`config.mk`:
```
export PLATFORM = sky130hd
export DESIGN_NAME = ttcb_ctrl
export DESIGN_NICKNAME = d
export VERILOG_FILES = /design/src/sv/ttcb_pkg.sv /design/src/sv/ttcb_ctrl.sv
export SDC_FILE = /design/constraint.sdc
export NUM_CORES = 1
export LEC_CHECK = 0
export ABC_AREA = 1
export CORE_MARGIN = 4
export CORE_UTILIZATION = 25
export CTS_CLUSTER_DIAMETER = 60
export CTS_CLUSTER_SIZE = 14
export DETAILED_ROUTE_END_ITERATION = 8
export DONT_BUFFER_PORTS = 1
export MAX_ROUTING_LAYER = met4
export SYNTH_ARGS = -nofsm -noshare
export SYNTH_HDL_FRONTEND = slang
export SYNTH_SLANG_ARGS = --single-unit
```
`constraint.sdc`:
```
create_clock -name clk -period 1.1 [get_ports clk]
set_input_delay 0.055 -clock clk [delete_from_list [all_inputs] [get_ports clk]]
set_output_delay 0.055 -clock clk [all_outputs]
set_load 0.005 [all_outputs]
```
`src/sv/ttcb_pkg.sv`:
```
// Shared types, constants and the 5x8 font table of the text-to-column-bytes unit.
// No dependencies; every module of the unit imports this package.
package ttcb_pkg;

  // Column where a newline stops padding (range 8 to 127)
  localparam logic [7:0] LINE_END     = 8'd127;
  localparam logic [7:0] NEWLINE_CODE = 8'd10;
  localparam logic [7:0] FIRST_CODE   = 8'd32;
  localparam logic [7:0] COL_ADVANCE  = 8'd6;
  localparam logic [7:0] CURSOR_MAX   = 8'd255;
  localparam logic [3:0] CMD_COL_HIGH = 4'h1;
  localparam logic [7:0] BLANK_BYTE   = 8'h00;
  localparam logic [1:0] CHAR_BEAT_LAST = 2'd2;

  // Result source chosen for the output register
  typedef enum logic [2:0] {
    SEL_CHAR = 3'b001,
    SEL_NL   = 3'b010,
    SEL_SETC = 3'b100
  } sel_t;

  // Commands from controller to datapath
  typedef struct packed {
    logic latch;
    logic emit;
    sel_t sel;
  } cmd_t;

  // Status from datapath to controller
  typedef struct packed {
    logic is_setc;
    logic is_nl;
    logic nl_none;
    logic out_free;
    logic beat_last;
    logic nl_last;
  } stat_t;

  // Glyph columns packed as {c0, c1, c2, c3, c4}
  function automatic logic [39:0] font_glyph(input logic [6:0] idx);
    logic [39:0] g;
    case (idx)
      7'd0:  g = 40'h0000000000;  7'd1:  g = 40'h005F000000;
      7'd2:  g = 40'h0007000700;  7'd3:  g = 40'h147F147F14;
      7'd4:  g = 40'h242A7F2A12;  7'd5:  g = 40'h2313086462;
      7'd6:  g = 40'h3649552250;  7'd7:  g = 40'h0005030000;
      7'd8:  g = 40'h1C22410000;  7'd9:  g = 40'h41221C0000;
      7'd10: g = 40'h082A1C2A08;  7'd11: g = 40'h08083E0808;
      7'd12: g = 40'hA060000000;  7'd13: g = 40'h0808080808;
      7'd14: g = 40'h6060000000;  7'd15: g = 40'h2010080402;
      7'd16: g = 40'h3E5149453E;  7'd17: g = 40'h00427F4000;
      7'd18: g = 40'h6251494946;  7'd19: g = 40'h2241494936;
      7'd20: g = 40'h1814127F10;  7'd21: g = 40'h2745454539;
      7'd22: g = 40'h3C4A494930;  7'd23: g = 40'h0171090503;
      7'd24: g = 40'h3649494936;  7'd25: g = 40'h064949291E;
      7'd26: g = 40'h0036360000;  7'd27: g = 40'h00AC6C0000;
      7'd28: g = 40'h0814224100;  7'd29: g = 40'h1414141414;
      7'd30: g = 40'h4122140800;  7'd31: g = 40'h0201510906;
      7'd32: g = 40'h324979413E;  7'd33: g = 40'h7E0909097E;
      7'd34: g = 40'h7F49494936;  7'd35: g = 40'h3E41414122;
      7'd36: g = 40'h7F4141221C;  7'd37: g = 40'h7F49494941;
      7'd38: g = 40'h7F09090901;  7'd39: g = 40'h3E41415172;
      7'd40: g = 40'h7F0808087F;  7'd41: g = 40'h417F410000;
      7'd42: g = 40'h2040413F01;  7'd43: g = 40'h7F08142241;
      7'd44: g = 40'h7F40404040;  7'd45: g = 40'h7F020C027F;
      7'd46: g = 40'h7F0408107F;  7'd47: g = 40'h3E4141413E;
      7'd48: g = 40'h7F09090906;  7'd49: g = 40'h3E4151215E;
      7'd50: g = 40'h7F09192946;  7'd51: g = 40'h2649494932;
      7'd52: g = 40'h01017F0101;  7'd53: g = 40'h3F4040403F;
      7'd54: g = 40'h1F2040201F;  7'd55: g = 40'h3F4038403F;
      7'd56: g = 40'h6314081463;  7'd57: g = 40'h0304780403;
      7'd58: g = 40'h6151494543;  7'd59: g = 40'h7F41410000;
      7'd60: g = 40'h0204081020;  7'd61: g = 40'h41417F0000;
      7'd62: g = 40'h0402010204;  7'd63: g = 40'h8080808080;
      7'd64: g = 40'h0102040000;  7'd65: g = 40'h2054545478;
      7'd66: g = 40'h7F48444438;  7'd67: g = 40'h3844442800;
      7'd68: g = 40'h384444487F;  7'd69: g = 40'h3854545418;
      7'd70: g = 40'h087E090200;  7'd71: g = 40'h18A4A4A47C;
      7'd72: g = 40'h7F08040478;  7'd73: g = 40'h007D000000;
      7'd74: g = 40'h80847D0000;  7'd75: g = 40'h7F10284400;
      7'd76: g = 40'h417F400000;  7'd77: g = 40'h7C04180478;
      7'd78: g = 40'h7C08047C00;  7'd79: g = 40'h3844443800;
      7'd80: g = 40'hFC24241800;  7'd81: g = 40'h182424FC00;
      7'd82: g = 40'h007C080400;  7'd83: g = 40'h4854542400;
      7'd84: g = 40'h047F440000;  7'd85: g = 40'h3C40407C00;
      7'd86: g = 40'h1C2040201C;  7'd87: g = 40'h3C4030403C;
      7'd88: g = 40'h4428102844;  7'd89: g = 40'h1CA0A07C00;
      7'd90: g = 40'h4464544C44;  7'd91: g = 40'h0836410000;
      7'd92: g = 40'h007F000000;  7'd93: g = 40'h4136080000;
      7'd94: g = 40'h0201010201;  7'd95: g = 40'h0205050200;
      default: g = 40'h0000000000;
    endcase
    return g;
  endfunction

endpackage

```
`src/sv/ttcb_ctrl.sv`:
```
// Controller state machine of the text-to-column-bytes unit.
// Depends on ttcb_pkg for command and status types.
module ttcb_ctrl (
  input  logic            clk,
  input  logic            rst,
  input  logic            in_valid,
  output logic            in_ready,
  input  ttcb_pkg::stat_t st,
  output ttcb_pkg::cmd_t  cmd
);
  import ttcb_pkg::*;

  typedef enum logic [3:0] {
    S_IDLE = 4'b0001,
    S_SETC = 4'b0010,
    S_CHAR = 4'b0100,
    S_NL   = 4'b1000
  } state_t;

  state_t state, state_next;

  // Decode state into commands and next state
  always_comb begin
    state_next = state;
    in_ready   = 1'b0;
    cmd.latch  = 1'b0;
    cmd.emit   = 1'b0;
    cmd.sel    = SEL_CHAR;
    unique case (state)
      S_IDLE: begin
        in_ready = 1'b1;
        if (in_valid) begin
          cmd.latch = 1'b1;
          if (st.is_setc) state_next = S_SETC;
          else if (st.is_nl) state_next = st.nl_none ? S_IDLE : S_NL;
          else state_next = S_CHAR;
        end
      end
      S_SETC: begin
        cmd.sel = SEL_SETC;
        if (st.out_free) begin
          cmd.emit   = 1'b1;
          state_next = S_IDLE;
        end
      end
      S_CHAR: begin
        cmd.sel = SEL_CHAR;
        if (st.out_free) begin
          cmd.emit = 1'b1;
          if (st.beat_last) state_next = S_IDLE;
        end
      end
      S_NL: begin
        cmd.sel = SEL_NL;
        if (st.out_free) begin
          cmd.emit = 1'b1;
          if (st.nl_last) state_next = S_IDLE;
        end
      end
      default: state_next = S_IDLE;
    endcase
  end

  // Hold state
  always_ff @(posedge clk) begin
    if (rst) state <= S_IDLE;
    else state <= state_next;
  end

endmodule

```
---- Word level (Yosys, flattened, before mapping) ----
Index checks and enable logic that the tools add are counted.
operators by class
  mux-type cells .......................... 15
  reduce and logical (&&, ||, !) cells .... 1
  eq/ne operators ......................... 10
operator list
  operator            count
  $mux 4              9
  $pmux 4 s4          1
  $ne 2x2->1 const B  6
  $pmux 4 s3          1
  $reduce_and 6->1    1
  $eq 4x1->1 const B  1
  $eq 4x2->1 const B  1
  $eq 4x3->1 const B  1
  $eq 4x4->1 const B  1
  $mux 1              4
word-level totals
  bits of input ports ..................... 9
  register bits ........................... 4
  output and inout bits ................... 6

---- Longest topological paths before layout ----
  depth in word-level cells ............... 5
  mapped depth ............................ 8

---- Worst setup path before layout ----
Ideal clock, no wire load.
  path kind ............................... register to register
  from .................................... register state[1]
  to ...................................... register state[1]
  stages on the path, launching flop included .. 8
  data required time ...................... 985 ps
  library setup time ...................... 115 ps
  path buffers ............................ 0
  arrival time ............................ 934 ps
  path slack .............................. 51 ps
  clock period less this slack ............ 1049 ps
  cells stage by stage .................... dfxtp_1 -> inv_1 -> nor2_1 -> nand2_1 -> nand3_2 -> nand2_4 -> a21oi_1 -> nor2_1
on the way
  word-level cells in the longest chain between the ends .. 3
RTL lines
  item                                      RTL line         RTL
  start, declared                           ttcb_ctrl.sv:20  state_t state, state_next;
  start signal, assigned                    ttcb_ctrl.sv:67  else state <= state_next;
  $eq 4x2->1, or another cell as far along  ttcb_ctrl.sv:29  unique case (state)
  $ne 2x2->1 (no source line)               n/a
  $reduce_and 6->1 (no source line)         n/a
Parallel ways exist; a longest one is shown, timed or not.
A chain may end at the register's enable or synchronous reset.

==> flow_metrics.env <==
export IMPL_run_status="finished with violations"
export IMPL_failed_checks="setup timing"
export IMPL_total_power_mw=1.45
export IMPL_cts_sink_count=4
export IMPL_post_route_min_period_ns=1.14
export IMPL_yosysTopAreaCell="dfxtp_1"
export IMPL_gp_congestion=0.757
export IMPL_ys_seq_elements=4
export IMPL_holdCritPathClass="in2reg"
export IMPL_crit_fanout=4
export IMPL_die_w_um=44.5
export IMPL_antenna_left=0
export IMPL_htree_levels=1
export IMPL_grt_pass1_wl_um=1240
export IMPL_diodes=0
export IMPL_endpoint_kind="primary output"
export IMPL_async_flop_share_pct=0
export IMPL_io_buffers=0
export IMPL_overflow=0
export IMPL_final_setup_worst_slack_ns=-0.0434
export IMPL_p_sw_share_pct=45.5
export IMPL_cap_violations=0
export IMPL_instances_no_fill=80
export IMPL_clockPowerShare_pct=12.1
export IMPL_rsz0062_at_grt="yes"
export IMPL_dieArea_mm2=0.00198
export IMPL_r2r_setup_slack_ns=-0.02
export IMPL_path_clk_slew_ns=0.04
export IMPL_syn_num_nets=67
export IMPL_drt_pass1_iterations=3
export IMPL_p_leak_nw=0.263
export IMPL_design_area_um2=497
export IMPL_cp_required_ns=1.04
export IMPL_largest_register_ff_count=4
export IMPL_fin_crit_sh_pct=104
export IMPL_yosysMostFrequentCell="nand2_1"
export IMPL_fin_skew_ns=0.00231
export IMPL_grt_max_degree=8
export IMPL_num_vias=365
export IMPL_core_mm2=0.00119
export IMPL_cp_arrival_ns=1.09
export IMPL_reg_largest_list="state: 4 flops"
export IMPL_syn_avg_cell_area_um2=5.74
export IMPL_ys_warn_count=0
export IMPL_antenna_found_initial=0
export IMPL_top_register="state"
export IMPL_dpl_cell_area_um2=380
export IMPL_dp_hpwl_um=579
export IMPL_fmax_ghz=0.875
export IMPL_slew_violations=0
export IMPL_synth_top_area_share_pct=24.1
export IMPL_seqPwrFrac_pct=24.3
export IMPL_grt_pass1_vias=351
export IMPL_worst_pin_slew_ns=0.225
export IMPL_drt_iter0_drc=5
export IMPL_synthTopCellsByCount="nand2_1, nor2_1, inv_1, nand3_1"
export IMPL_nets=77
export IMPL_internal_power_mw=0.789
export IMPL_cts_made_buffers=3
export IMPL_path_class="reg2out"
export IMPL_viasPerCell=4.56
export IMPL_die_y_um=44.5
export IMPL_hold_depth=4
export IMPL_place_inst=76
export IMPL_floorplan_initialDensity_pct=28.1
export IMPL_p_comb_share_pct=63.6
export IMPL_cts_tree="built"
export IMPL_layout_area_overhead_vs_synth_pct=49.2
export IMPL_setup_viol=5
export IMPL_p_per_area_mw_per_mm2=2920
export IMPL_num_rows=12
export IMPL_ios=15
export IMPL_cts_root_buf="clkbuf_4"
export IMPL_hold_violations=0
export IMPL_synthFlopType="dfxtp_1"
export IMPL_crit_path_start_kind="register"
export IMPL_grt_usage_pct=8.39
export IMPL_clock_latency_ns=0.23
export IMPL_yosys_top_cells_area="dfxtp_1, nand2_1, nand3_1, nor2_1, inv_1"
export IMPL_totalNegativeSetupSlack_ns=-0.136
export IMPL_drc_errors=0
export IMPL_synth_seq_area_share_pct=24.1
export IMPL_synth_cells=58
export IMPL_num_fill_cells=126
export IMPL_synth_edf_count=0
export IMPL_synthesis_area_um2=333
export IMPL_final_util_pct=41.9
export IMPL_rr_worst_depth=7
export IMPL_max_slew_margin_rel_pct=84.9
export IMPL_ys_types=14
export IMPL_ir_drop_mv=1.17
export IMPL_switchingPower_mw=0.660
export IMPL_drive_gt1_share_pct=51.5
export IMPL_postCtsSetupBuffers=0
export IMPL_clockBufferDepth=2
export IMPL_wl_per_cell_um=9.63
export IMPL_drt_total_wl_um=770
## per-layer routing
metal | GRT usage, % | up-vias | share of wire (%)
li1 | - | 194 | -
met1 | 8.83 | 165 | 41
met2 | 13.8 | 6 | 52
met3 | 4.47 | 0 | 6.4
met4 | 1.81 | 0 | 0
met5 | - | - | 0
## cells in the final DEF, fill, tap and decap left out, drive strengths merged
cell type     n
buf           4
nor3          1
inv          11
nand3         9
dfxtp         4
nor2         15
dlygate4sd3   1
clkbuf        3
a21oi         4
nand2        14
## per-stage QoR
stage / setup slack (ns) / hold slack (ns)
after floorplan: 0.0513 / 0.198
final: -0.0434 / 0.0816
after CTS: -0.0607 / 0.0707
after global placement: -0.0122 / 0.216
after global routing: -0.116 / 0.0804
after detailed placement: -0.0227 / 0.216
## layout make-up
cell class	count	area, µm²	share of cell area [%]
tap	14	17.5	3.53
timing repair buffer	5	47.5	9.57
sequential	4	92.6	18.6
inverter	11	41.3	8.31
multi-input combinational	43	275	55.4
clock buffer	3	22.5	4.53
## cells by family (layout without fill, tap and decap cells)
kind of cell,Yosys count,after routing,share of synthesized area (%)
flops,4,4,24.1
buf+inv,11,19,12.4
compound gates,4,4,6.02
simple gates,39,39,57.5
## path summary, 6_finish.rpt
path / start / end
setup / recovery: state[2] / cmd[3]
hold / removal: st[5] / state[1]
setup reg to reg: state[2] / state[3]
hold reg to reg: state[3] / state[3]
## power by group through the flow
stage | Clock [mW] | Sequential (mW) | Combinational, mW
6_report | 0.175 | 0.353 | 0.922
5_1_grt | 0.198 | 0.368 | 1.03
4_1_cts | 0.183 | 0.298 | 0.761
2_1_floorplan | 0 | 0.283 | 0.503
3_5_place_dp | 0 | 0.286 | 0.704
3_3_place_gp | 0 | 0.284 | 0.703
## critical path: stages (launching register included)
cell     delay [ns]
dfxtp_4        0.37
inv_2          0.04
nor2_2         0.12
nand2_2        0.08
buf_6          0.12
a21oi_4        0.13
## what timing repair did
item,4_1_cts,5_1_grt
gates cloned,0,0
endpoints found under the setup margin,6,8
resized for setup,8,20
hold endpoints to repair,1,0
pin swaps,2,4
hold buffers,1,0
(Power assumes the default switching activity.)
